--- src/rtl/scfs_ram.sv ---
// Generic single-clock RAM: one write port, one read port, registered read.
// A read at the address being written returns the old contents.
// Depends on nothing.
module scfs_ram #(
  parameter int WIDTH = 8,
  parameter int DEPTH = 16
) (
  input  logic                     clk,
  input  logic                     we,
  input  logic [$clog2(DEPTH)-1:0] waddr,
  input  logic [WIDTH-1:0]         wdata,
  input  logic                     re,
  input  logic [$clog2(DEPTH)-1:0] raddr,
  output logic [WIDTH-1:0]         rdata
);

  logic [WIDTH-1:0] mem [DEPTH];

  always_ff @(posedge clk) begin
    if (we) begin
      mem[waddr] <= wdata;
    end
    if (re) begin
      rdata <= mem[raddr];
    end
  end

endmodule

--- config.mk ---
export PLATFORM = sky130hd
export DESIGN_NAME = scfs_ram
export DESIGN_NICKNAME = d
export VERILOG_FILES = /design/src/rtl/scfs_ram.sv
export SDC_FILE = /design/constraint.sdc
export NUM_CORES = 1
export LEC_CHECK = 0
export ABC_AREA = 0
export ABC_CLOCK_PERIOD_IN_PS = 1530
export BUFFER_PORTS_ARGS = -buffer_cell sky130_fd_sc_hd__buf_2
export CAP_MARGIN = 0
export CORE_ASPECT_RATIO = 1.5
export CORE_MARGIN = 2
export CORE_UTILIZATION = 45
export DETAILED_ROUTE_END_ITERATION = 8
export PLACE_DENSITY_LB_ADDON = 0.2
export SYNTH_ARGS = -nofsm -noshare
export SYNTH_HDL_FRONTEND = slang
export SYNTH_SLANG_ARGS = --single-unit
export TNS_END_PERCENT = 20
--- constraint.sdc ---
create_clock -name clk -period 1.53 [get_ports clk]
set_input_delay 0 -clock clk [delete_from_list [all_inputs] [get_ports clk]]
set_output_delay 0 -clock clk [all_outputs]
set_load 0.01 [all_outputs]
== After elaboration in Yosys (flattened, before gate mapping) ==
Memory sizes are Yosys's and may differ from the RTL's. A register that Yosys moved wholly into a read port is not among the register bits.
Cells that the tools add are included.

* Bits in registers: 0
* Latch bits: 0
* Bits in writable memories: 128
* Bits in read-only memories: 0
* Input port bits: 19
* Output and inout port bits: 8
* Word-level logic and storage cells: 3
* Memories: 1

* $add $sub $neg: 0
* Multipliers: 0
* Divide/modulo/power cells: 0
* $lt $le $gt $ge: 0
* Equal/unequal tests: 0
* Shifts and indexed selects: 0
* Multiplexer cells: 2
* Bitwise gates (word level): 0
* Reductions and logical operators: 0

{| class="wikitable"
|+ Memory list
! memory !! words !! bits a word !! read ports !! clocked after Yosys merged registers in !! wr ports !! RTL line !! RTL
|-
| mem || 16 || 8 || 1 || 1 || 1 || 17 || <nowiki>logic [WIDTH-1:0] mem [DEPTH];</nowiki>
|}

{| class="wikitable"
|+ Operators with widths
! kind !! number
|-
| 1-bit 2-to-1 mux || 2
|}

== Longest topological paths before layout ==
* Word-level depth: 2
* Depth in mapped cells: 5
* Depth with buffers taken out: 3

== Least setup slack after synthesis ==
No wires, ideal clock.

* Path kind: input to register
* From: input waddr[2]
* To: memory mem[0][0], enable pin
* Library setup time: 383 ps
* Arrival: 1110 ps
* Required time: 1147 ps
* Path slack: 37 ps
* Stages: 2
* Buffers on the path: 0
* Path through: or3b_2 > nor3_1

{| class="wikitable"
|+ RTL lines
! element !! RTL line !! RTL
|-
| from (decl) || 10 || <nowiki>input logic [$clog2(DEPTH)-1:0] waddr,</nowiki>
|-
| to (decl) || 17 ||
|}

Straight into the memory's write port.

==> flow_summary.json <==
{
  "grt_first_pass_wirelength_mm": 15.0,
  "crit_type": "reg2reg",
  "crit_path_start": "mem[10][3]",
  "synthFlopType": "edfxtp_1",
  "core_area_um2": 11400,
  "reg2reg_to": "rdata[3]",
  "slew_viol_final": 0,
  "grt_use_total": 0.173,
  "dp_hpwl_mm": 6.56,
  "nets": 319,
  "drtPass1Iterations": 4,
  "place.gp.congestion": 0.832,
  "cts-buffers-inserted": 17,
  "ys_warn_count": 0,
  "tns_ps": 0,
  "layout_commonest_cell": "edfxtp_1",
  "vias_per_cell": 5.34,
  "yosysUniqueCellTypes": 18,
  "rows": 48,
  "worst-slew-pin-transition_ps": 427,
  "antenna_left": 0,
  "power_density_nw_per_um2": 1340,
  "drc": 0,
  "nFillCells": 895,
  "r2r_setup_slack_ps": 80,
  "synthesis.nets": 248,
  "antenna_cells": 0,
  "cts-root-buf": "clkbuf_16",
  "cap_violations": 0,
  "ctsResizeCount": 0,
  "critPathRequiredTime_ps": 1690,
  "syn_to_final_growth_pct": 21.6,
  "min_period_ps": 1450,
  "timing.rr.start": "mem[10][3]",
  "cp-start-kind": "flip-flop",
  "drt_iter0_markers": 183,
  "hold_class": "in2reg",
  "cp-end-kind": "flip-flop",
  "arrival_ps": 1610,
  "hold_violations": 0,
  "dieArea_um2": 12500,
  "synth_seq_cells": 136,
  "synth_area_per_cell_um2": 22.8,
  "skew_ps": 4.48,
  "cts.sinks": 136,
  "fin_util": 0.557,
  "cts_tree": "yes",
  "r2r_cells": 3,
  "drive_gt1_frac": 0.311,
  "die_x_um": 92,
  "ir_worst_vdd_v": 0.000899,
  "fin_crit_sh": 0.951,
  "start_util": 0.458,
  "mappedNetlistArea_um2": 5230,
  "worstSkewPairLatency_ps": 410,
  "synth_seq_area_share": 0.781,
  "clk_pin_slew_ps": 50,
  "dr_total_vias": 2468,
  "setup_violations": 0,
  "antenna_found_initial": 0,
  "synth_edf_count": 136,
  "grt_start_max_net_pins": 33,
  "routed_wl_mm": 9.76,
  "wl_per_cell_um": 21.1,
  "ys_async_sr_fraction": 0,
  "grt_pass1_vias": 2563,
  "io_pins": 27,
  "rsz0062_at_grt": "no",
  "outcome": "finished clean",
  "synth_cells": 229,
  "htreeDepth": 4,
  "cp-endpoint": "rdata[3]",
  "die_h_um": 136,
  "max_freq_ghz": 0.687,
  "leakagePower_nw": 2.18,
  "io_buffers": 26,
  "path_max_fanout": 1,
  "max_slew_margin": 0.715,
  "clockBufferDepth": 2,
  "final_cell_mix": "edfxtp_1 (136), buf_2 (26), buf_4 (24)",
  "grt_overflow": 0
}
==> worst min path at each step <==
stage                      to      from  slack, ps  depth (start not counted)
CTS                 mem[4][6]  waddr[0]        120                          3
global placement    mem[4][1]  wdata[1]        380                          1
detailed placement  mem[7][4]  wdata[4]        390                          1
floorplan           mem[0][0]  wdata[0]        100                          0
finish              mem[4][7]  waddr[0]        130                          3
global route        mem[4][7]  waddr[0]        130                          3
==> layout make-up <==
type,count,area [µm²],area share
flip-flops and latches,136,4080,0.642
multi-input cells,83,1060,0.166
repair buffers,62,460,0.0724
clock buffers,21,440,0.0693
well taps,150,188,0.0295
clock inverters,10,129,0.0203
==> flip-flops by register name, indices dropped and copies added, names as in the netlist <==
name   cells
rdata      8
mem      128
==> Yosys cell counts, types with 2 or more instances <==
cell / n / area, µm²
a22oi_1: 16 / 120
buf_2: 3 / 15.0
buf_6: 3 / 33.8
clkdlybuf4s25_2: 3 / 30.0
edfxtp_1: 136 / 4080
mux4_1: 14 / 368
mux4_2: 18 / 405
nand2_1: 9 / 33.8
nand2b_1: 2 / 12.5
nand3b_1: 2 / 15.0
nor2_1: 13 / 48.8
nor3_1: 4 / 20.0
==> layer usage <==
| metal | GRT usage | part of all wire | up-vias |
|---|---|---|---|
| li1 | - | - | 1122 |
| met5 | 0 | 0 | - |
| met2 | 0.299 | 0.54 | 65 |
| met4 | 0.0597 | 0.011 | 0 |
| met3 | 0.0532 | 0.038 | 12 |
| met1 | 0.207 | 0.41 | 1269 |
==> cell families (layout without fill, tap and decap cells) <==
| kind of cell | after synthesis | after routing | share of synthesized area |
|---|---|---|---|
| compound gates | 16 | 16 | 0.0230 |
| mux | 32 | 32 | 0.148 |
| simple gates | 35 | 35 | 0.0314 |
| buf+inv | 10 | 93 | 0.0165 |
| flops | 136 | 136 | 0.781 |
==> where the power goes <==
group          internal (mW)  switching (mW)
sequential              4.20          0.0218
combinational          0.189           0.222
clock                   2.53            1.38
==> metrics by stage <==
| stage | instance area (µm²) | setup WS, ps | instances | hold WS, ps | total power [mW] |
|---|---|---|---|---|---|
| detailed placement | 5700 | -62.5 | 422 | 393 | 4.70 |
| finish | 6360 | 75.4 | 462 | 132 | 8.55 |
| CTS | 6360 | 28.6 | 462 | 119 | 8.62 |
| global placement | 5700 | -51.3 | 422 | 382 | 4.69 |
| global route | 6360 | 1.38 | 462 | 132 | 8.82 |
| floorplan | 5230 | 37.1 | 229 | 98.9 | 4.51 |
==> critical path: stages, from the launching register on <==
cell and delay (ps):
edfxtp_1 370, mux4_1 510, a22oi_1 260, nand2_1 70
==> what timing repair did <==
| item | CTS | global route |
|---|---|---|
| hold buffers | 9 | 0 |
| hold endpoints to repair | 136 | 0 |
| buffers inserted | 0 | 0 |
| endpoints found under the setup margin | 0 | 0 |
No activity file was read; power rests on OpenSTA's default activity.
