==> src/rtl/scfs_pkg.sv <==
// Shared package of the clause count and flip score unit.
// Holds sizes, command and change codes, and the structs between modules.
// Depends on nothing.
package scfs_pkg;

  localparam int MAX_CLAUSES     = 4096;
  localparam int MAX_VARS        = 1024;
  localparam int MAX_CLAUSE_LEN  = 31;
  localparam int MAX_OCCURRENCES = 256;

  localparam int CLAUSE_IDX_W = 12;
  localparam int CLAUSE_AW    = $clog2(MAX_CLAUSES);
  localparam int COUNT_W      = 5;
  localparam int VAR_W        = 10;
  localparam int UNSAT_W      = 13;
  localparam int SCORE_W      = 10;

  localparam logic [COUNT_W-1:0] COUNT_MAX = COUNT_W'(MAX_CLAUSE_LEN);
  localparam logic [UNSAT_W-1:0] UNSAT_MAX = UNSAT_W'(MAX_CLAUSES);
  localparam logic signed [SCORE_W-1:0] SCORE_MAX = SCORE_W'(MAX_OCCURRENCES);
  localparam logic signed [SCORE_W-1:0] SCORE_MIN = -SCORE_MAX;

  typedef enum logic [1:0] {
    CMD_LOAD  = 2'd0,
    CMD_FLIP  = 2'd1,
    CMD_SCORE = 2'd2,
    CMD_CLEAR = 2'd3
  } cmd_t;

  typedef enum logic [1:0] {
    CHG_NONE  = 2'd0,
    CHG_SAT   = 2'd1,
    CHG_UNSAT = 2'd2
  } chg_t;

  // One request as held in the update stage.
  typedef struct packed {
    logic [1:0]              cmd;
    logic [CLAUSE_IDX_W-1:0] clause_index;
    logic                    negated;
    logic                    var_value;
    logic [COUNT_W-1:0]      count_value;
    logic [VAR_W-1:0]        var_index;
    logic                    last;
  } item_t;

  // What the update logic decides for one request.
  typedef struct packed {
    logic                       we;
    logic [COUNT_W-1:0]         wdata;
    logic [UNSAT_W-1:0]         unsat_next;
    logic signed [SCORE_W-1:0]  score_next;
    logic                       has_result;
    logic [1:0]                 clause_change;
    logic signed [SCORE_W-1:0]  score;
    logic [VAR_W-1:0]           score_var;
    logic                       score_valid;
  } upd_t;

endpackage

==> src/rtl/scfs_update.sv <==
// Update logic: from one request, its clause count and the two totals,
// works out the write-back, the new totals and the response.
// Depends on scfs_pkg.
module scfs_update (
  input  scfs_pkg::item_t                     item,
  input  logic [scfs_pkg::COUNT_W-1:0]        count,
  input  logic [scfs_pkg::UNSAT_W-1:0]        unsat,
  input  logic signed [scfs_pkg::SCORE_W-1:0] score,
  output scfs_pkg::upd_t                      upd
);
  import scfs_pkg::*;

  logic               in_range;
  logic               lit_true;
  logic [COUNT_W-1:0] load_count;
  logic [COUNT_W-1:0] new_count;
  logic signed [SCORE_W-1:0] score_acc;

  assign in_range   = {1'b0, item.clause_index} < (CLAUSE_IDX_W+1)'(MAX_CLAUSES);
  assign lit_true   = item.var_value != item.negated;
  assign load_count = (item.count_value > COUNT_MAX) ? COUNT_MAX : item.count_value;

  always_comb begin
    if (lit_true) begin
      new_count = (count < COUNT_MAX) ? count + COUNT_W'(1) : count;
    end else begin
      new_count = (count != '0) ? count - COUNT_W'(1) : count;
    end
  end

  always_comb begin
    score_acc = score;
    if (in_range) begin
      if (count == '0 && !lit_true) begin
        if (score < SCORE_MAX) score_acc = score + SCORE_W'(1);
      end else if (count == COUNT_W'(1) && lit_true) begin
        if (score > SCORE_MIN) score_acc = score - SCORE_W'(1);
      end
    end
  end

  always_comb begin
    upd               = '0;
    upd.wdata         = load_count;
    upd.unsat_next    = unsat;
    upd.score_next    = score;
    upd.clause_change = CHG_NONE;
    unique case (cmd_t'(item.cmd))
      CMD_LOAD: begin
        upd.we    = in_range;
        upd.wdata = load_count;
        if (in_range && load_count == '0 && unsat < UNSAT_MAX) begin
          upd.unsat_next = unsat + UNSAT_W'(1);
        end
      end
      CMD_FLIP: begin
        upd.we         = in_range;
        upd.wdata      = new_count;
        upd.has_result = 1'b1;
        if (in_range && count == '0 && new_count != '0) begin
          upd.clause_change = CHG_SAT;
          if (unsat != '0) upd.unsat_next = unsat - UNSAT_W'(1);
        end else if (in_range && count != '0 && new_count == '0) begin
          upd.clause_change = CHG_UNSAT;
          if (unsat < UNSAT_MAX) upd.unsat_next = unsat + UNSAT_W'(1);
        end
      end
      CMD_SCORE: begin
        upd.score_next = score_acc;
        if (item.last) begin
          upd.has_result  = 1'b1;
          upd.score       = score_acc;
          upd.score_var   = item.var_index;
          upd.score_valid = 1'b1;
          upd.score_next  = '0;
        end
      end
      CMD_CLEAR: begin
        upd.unsat_next = '0;
        upd.score_next = '0;
      end
      default: begin
        upd.we = 1'b0;
      end
    endcase
  end

endmodule

==> config.mk <==
export PLATFORM = sky130hd
export DESIGN_NAME = scfs_update
export DESIGN_NICKNAME = d
export VERILOG_FILES = /design/src/rtl/scfs_pkg.sv /design/src/rtl/scfs_update.sv
export SDC_FILE = /design/constraint.sdc
export NUM_CORES = 1
export LEC_CHECK = 0
export BUFFER_PORTS_ARGS = -buffer_cell sky130_fd_sc_hd__clkbuf_2
export CORE_UTILIZATION = 48
export DETAILED_ROUTE_END_ITERATION = 10
export PLACE_DENSITY = 0.79
export SLEW_MARGIN = 40
export SYNTH_ARGS = -nofsm -noshare
export SYNTH_HDL_FRONTEND = slang
export SYNTH_SLANG_ARGS = --single-unit
==> constraint.sdc <==
create_clock -name vclk -period 3.2
set_input_delay 0.32 -clock vclk [all_inputs]
set_output_delay 0.32 -clock vclk [all_outputs]
set_load 0.01 [all_outputs]
# == Word level (Yosys, flattened, before mapping) ==
# Index checks and enable logic that the tools add are counted.
# word_totals
out_inout_bits,53
in_bits,60
regBits,0
# classes
n_mux,23
order_cmp,5
add_sub_neg,6
eq_ne,5
reduce_logical,13
# op_table
op,n
13-bit 2-to-1 mux,5
21-bit 2-to-1 mux,2
10-bit 2-to-1 mux,4
13-bit one-hot mux with 3 select lines,1
5-bit 2-to-1 mux,4
10-bit one-hot mux with 2 select lines,1
5-bit logical NOT,3
"13-bit by 1-bit adder with 13-bit output, second input constant",1
"13-bit < comparator, second input constant",1
13-bit nonzero test,1
"13-bit by 1-bit subtractor with 13-bit output, second input constant",1
6-bit one-hot mux with 2 select lines,1
11-bit 2-to-1 mux,1
"10-bit by 2-bit adder with 10-bit output, second input constant",1
"10-bit by 9-bit greater-than comparator with 1-bit output, second input constant",1
"10-bit < comparator, second input constant",1
5-bit nonzero test,2
"10-bit by 2-bit subtractor with 10-bit output, second input constant",1
2-bit 2-to-1 mux,3
"5-bit by 1-bit adder with 5-bit output, second input constant",1
"5-bit by 1-bit equality test with 1-bit output, second input constant",1
"5-bit greater-than comparator, second input constant",1
1-bit logical AND,5
"5-bit < comparator, second input constant",1
other kinds (7),8

# == Logic depth before layout (Yosys ltp) ==
# logic_depth
ltp_word,8
ltp_mapped,12

# == Least setup slack after synthesis ==
# OpenSTA, ideal clock, no wires.
# synth_timing
kind,input to output
start,input count[0] (netlist bit)
end,output upd[37] (netlist bit)
path_stages,9
t_arrival_ps,2746
setup_slack_ps,134
path_cell_list,buf_2 inv_1 ha_1 or4_4 o211a_1 or4_4 o311ai_2 mux2i_1 or3_1
# synth_lines
item,line,text
"start, declared",scfs_update.sv:6,"input logic [scfs_pkg::COUNT_W-1:0] count,"
"end, declared",scfs_update.sv:9,output scfs_pkg::upd_t upd

==> flow_summary.ini <==
[status]
status = finished, final reports clean

[routing]
wire_per_inst_um = 16.2
firstDrtPassIters = 5
drc_errors = 0
vias_per_cell = 6.46
wirelength_um = 9540
vias = 3804
drt.antenna.violating_nets = 0
first_iter_violations = 408

[floorplan]
die_h_um = 73.9
fp.dieW_um = 73.9
ios = 113
initial_core_util = 0.511
fp-row-count = 25
core_mm2 = 0.00485
die_area_mm2 = 0.00546

[sta]
finalHoldViolations = 0
fin_crit_ns = 3.17
rsz0062_at_grt = true
max_freq_ghz = 0.315
finalSetupViolCount = 0
worstMarginPinSlew_ns = 0.695
hold_ws_ns = 0.971
fin_ws_ns = 0.0260
slew_headroom = 0.537
timing.final.crit_share = 0.992
final.setup.tns_ns = 0
final_max_slew_viol_count = 0

[synthesis]
yosysMostFrequentCell = nor2_1
synthCells = 409
ys_types = 63
syn_avg_cell_area_um2 = 6.06
synthesis.area_mm2 = 0.00248
synthTopCellsByArea = ha_1, o21ai_0, nor2_1
synth_top_area_share = 0.0757
synth_warnings = 0
synthTopCellsByCount = nor2_1, nand2_1, o21ai_0
yosysSeqAreaShare = 0
synth_top_cell_by_area = ha_1
syn_nets = 484

[min_path]
hold_class = primary input to output port
hold_start = item[14]

[cells_and_area]
fin_cells = 589
nets = 599
seq_cell_count = 0
nFillCells = 436
multiInputGateArea_mm2 = 0.00237
seq_area_um2 = 0
n_antenna_cell = 0
layout-drive-gt1-share = 0.316
n_clock_buffer = 0
area_delta_synth_final_pct = 33.9

[setup_path]
crit_required_ns = 2.88
worstPathArrival_ns = 2.85
critPathLaunch = item[17]
crit_type = primary input to output port
cp_max_fo = 11
crit_path_end_kind = output port
start_kind = primary input

[placement]
post-place-ws_ns = -0.00507
dpl.hpwl_um = 7490
gp_congestion = 0.992
dp.cells = 587
placement.io_buffers = 101

[global_routing]
antenna_found_initial = 0
grt_pass1_wl_um = 14600
grt-ovfl-total = 0
grt_pass1_vias = 3131
grt_max_degree = 22
track_usage = 0.336

[job]
drv_cap = 0

[power]
p_leak_nw = 1.54
power.density_mw_per_mm2 = 126
vdd_ir_drop_max_mv = 0.0838
## layout by cell type (no fill, tap or decap), types with 6 or more instances in the layout
cell type / synthesis / routed
nand2_1: 40 / 40
nand4_1: 10 / 10
xnor2_1: 6 / 6
nor2_1: 43 / 43
ha_1: 15 / 14
o211ai_1: 7 / 7
o21ai_0: 33 / 32
and3_1: 20 / 20
nor4_1: 6 / 6
or3_1: 12 / 11
nor3_1: 20 / 19
nand3_1: 19 / 19
a21oi_1: 23 / 23
o31ai_1: 6 / 6
inv_1: 16 / 15
buf_4: 0 / 40
clkbuf_2: 0 / 100
## per-stage QoR
step / power (W) / area, um2 / utilization
after floorplan: 0.000226 / 2480 / -
after CTS: 0.000397 / 3250 / 0.670
after global routing: 0.000453 / 3320 / 0.685
after detailed placement: 0.000394 / 3240 / 0.668
final: 0.000419 / 3320 / 0.685
after global placement: 0.000388 / 3240 / 0.668
## final cells by class
class / count / area share
Multi-Input combinational cell: 365 / 0.714
Timing Repair Buffer: 141 / 0.243
Tap cell: 67 / 0.0252
Inverter: 16 / 0.0181
## logic make-up after synthesis
group / share of synthesized area
buf+inv: 0.0706
fa+ha+maj: 0.0757
simple gates: 0.403
compound gates: 0.395
mux: 0.0207
xor+xnor: 0.0348
## per-layer routing
metal / vias up / GRT usage / share of wire
met3: 24 / 0.0151 / 0.099
met5: - / 0 / 0
met2: 250 / 0.570 / 0.45
met4: 0 / 0.0598 / 0.019
met1: 1738 / 0.470 / 0.43
li1: 1792 / - / -
## repair_timing
| item | 4_1_cts | 5_1_grt |
|---|---|---|
| resized for setup | 1 | 15 |
| pin swaps | 0 | 4 |
| endpoints found under the setup margin | 1 | 8 |
| hold buffers | 0 | 0 |
| buffers inserted | 0 | 2 |
## final timing paths
kind  depth (start not counted)      end
max                          11  upd[41]
min                           3  upd[50]
## worst max-delay path: stages
cell and delay (ns):
clkbuf_2 0.16, xor2_1 0.27, buf_4 0.24, nor2_1 0.08
a221oi_1 0.44, a21oi_1 0.21, a2111oi_1 0.54, buf_4 0.20
mux2i_1 0.06, nor3_1 0.16, clkbuf_2 0.17
## power breakdown
| group | internal [W] | total (W) | switching, W |
|---|---|---|---|
| sequential | 0 | 0 | 0 |
| combinational | 0.000173 | 0.000419 | 0.000246 |
| clock | 0 | 0 | 0 |
No activity file was read; power rests on OpenSTA's default activity.
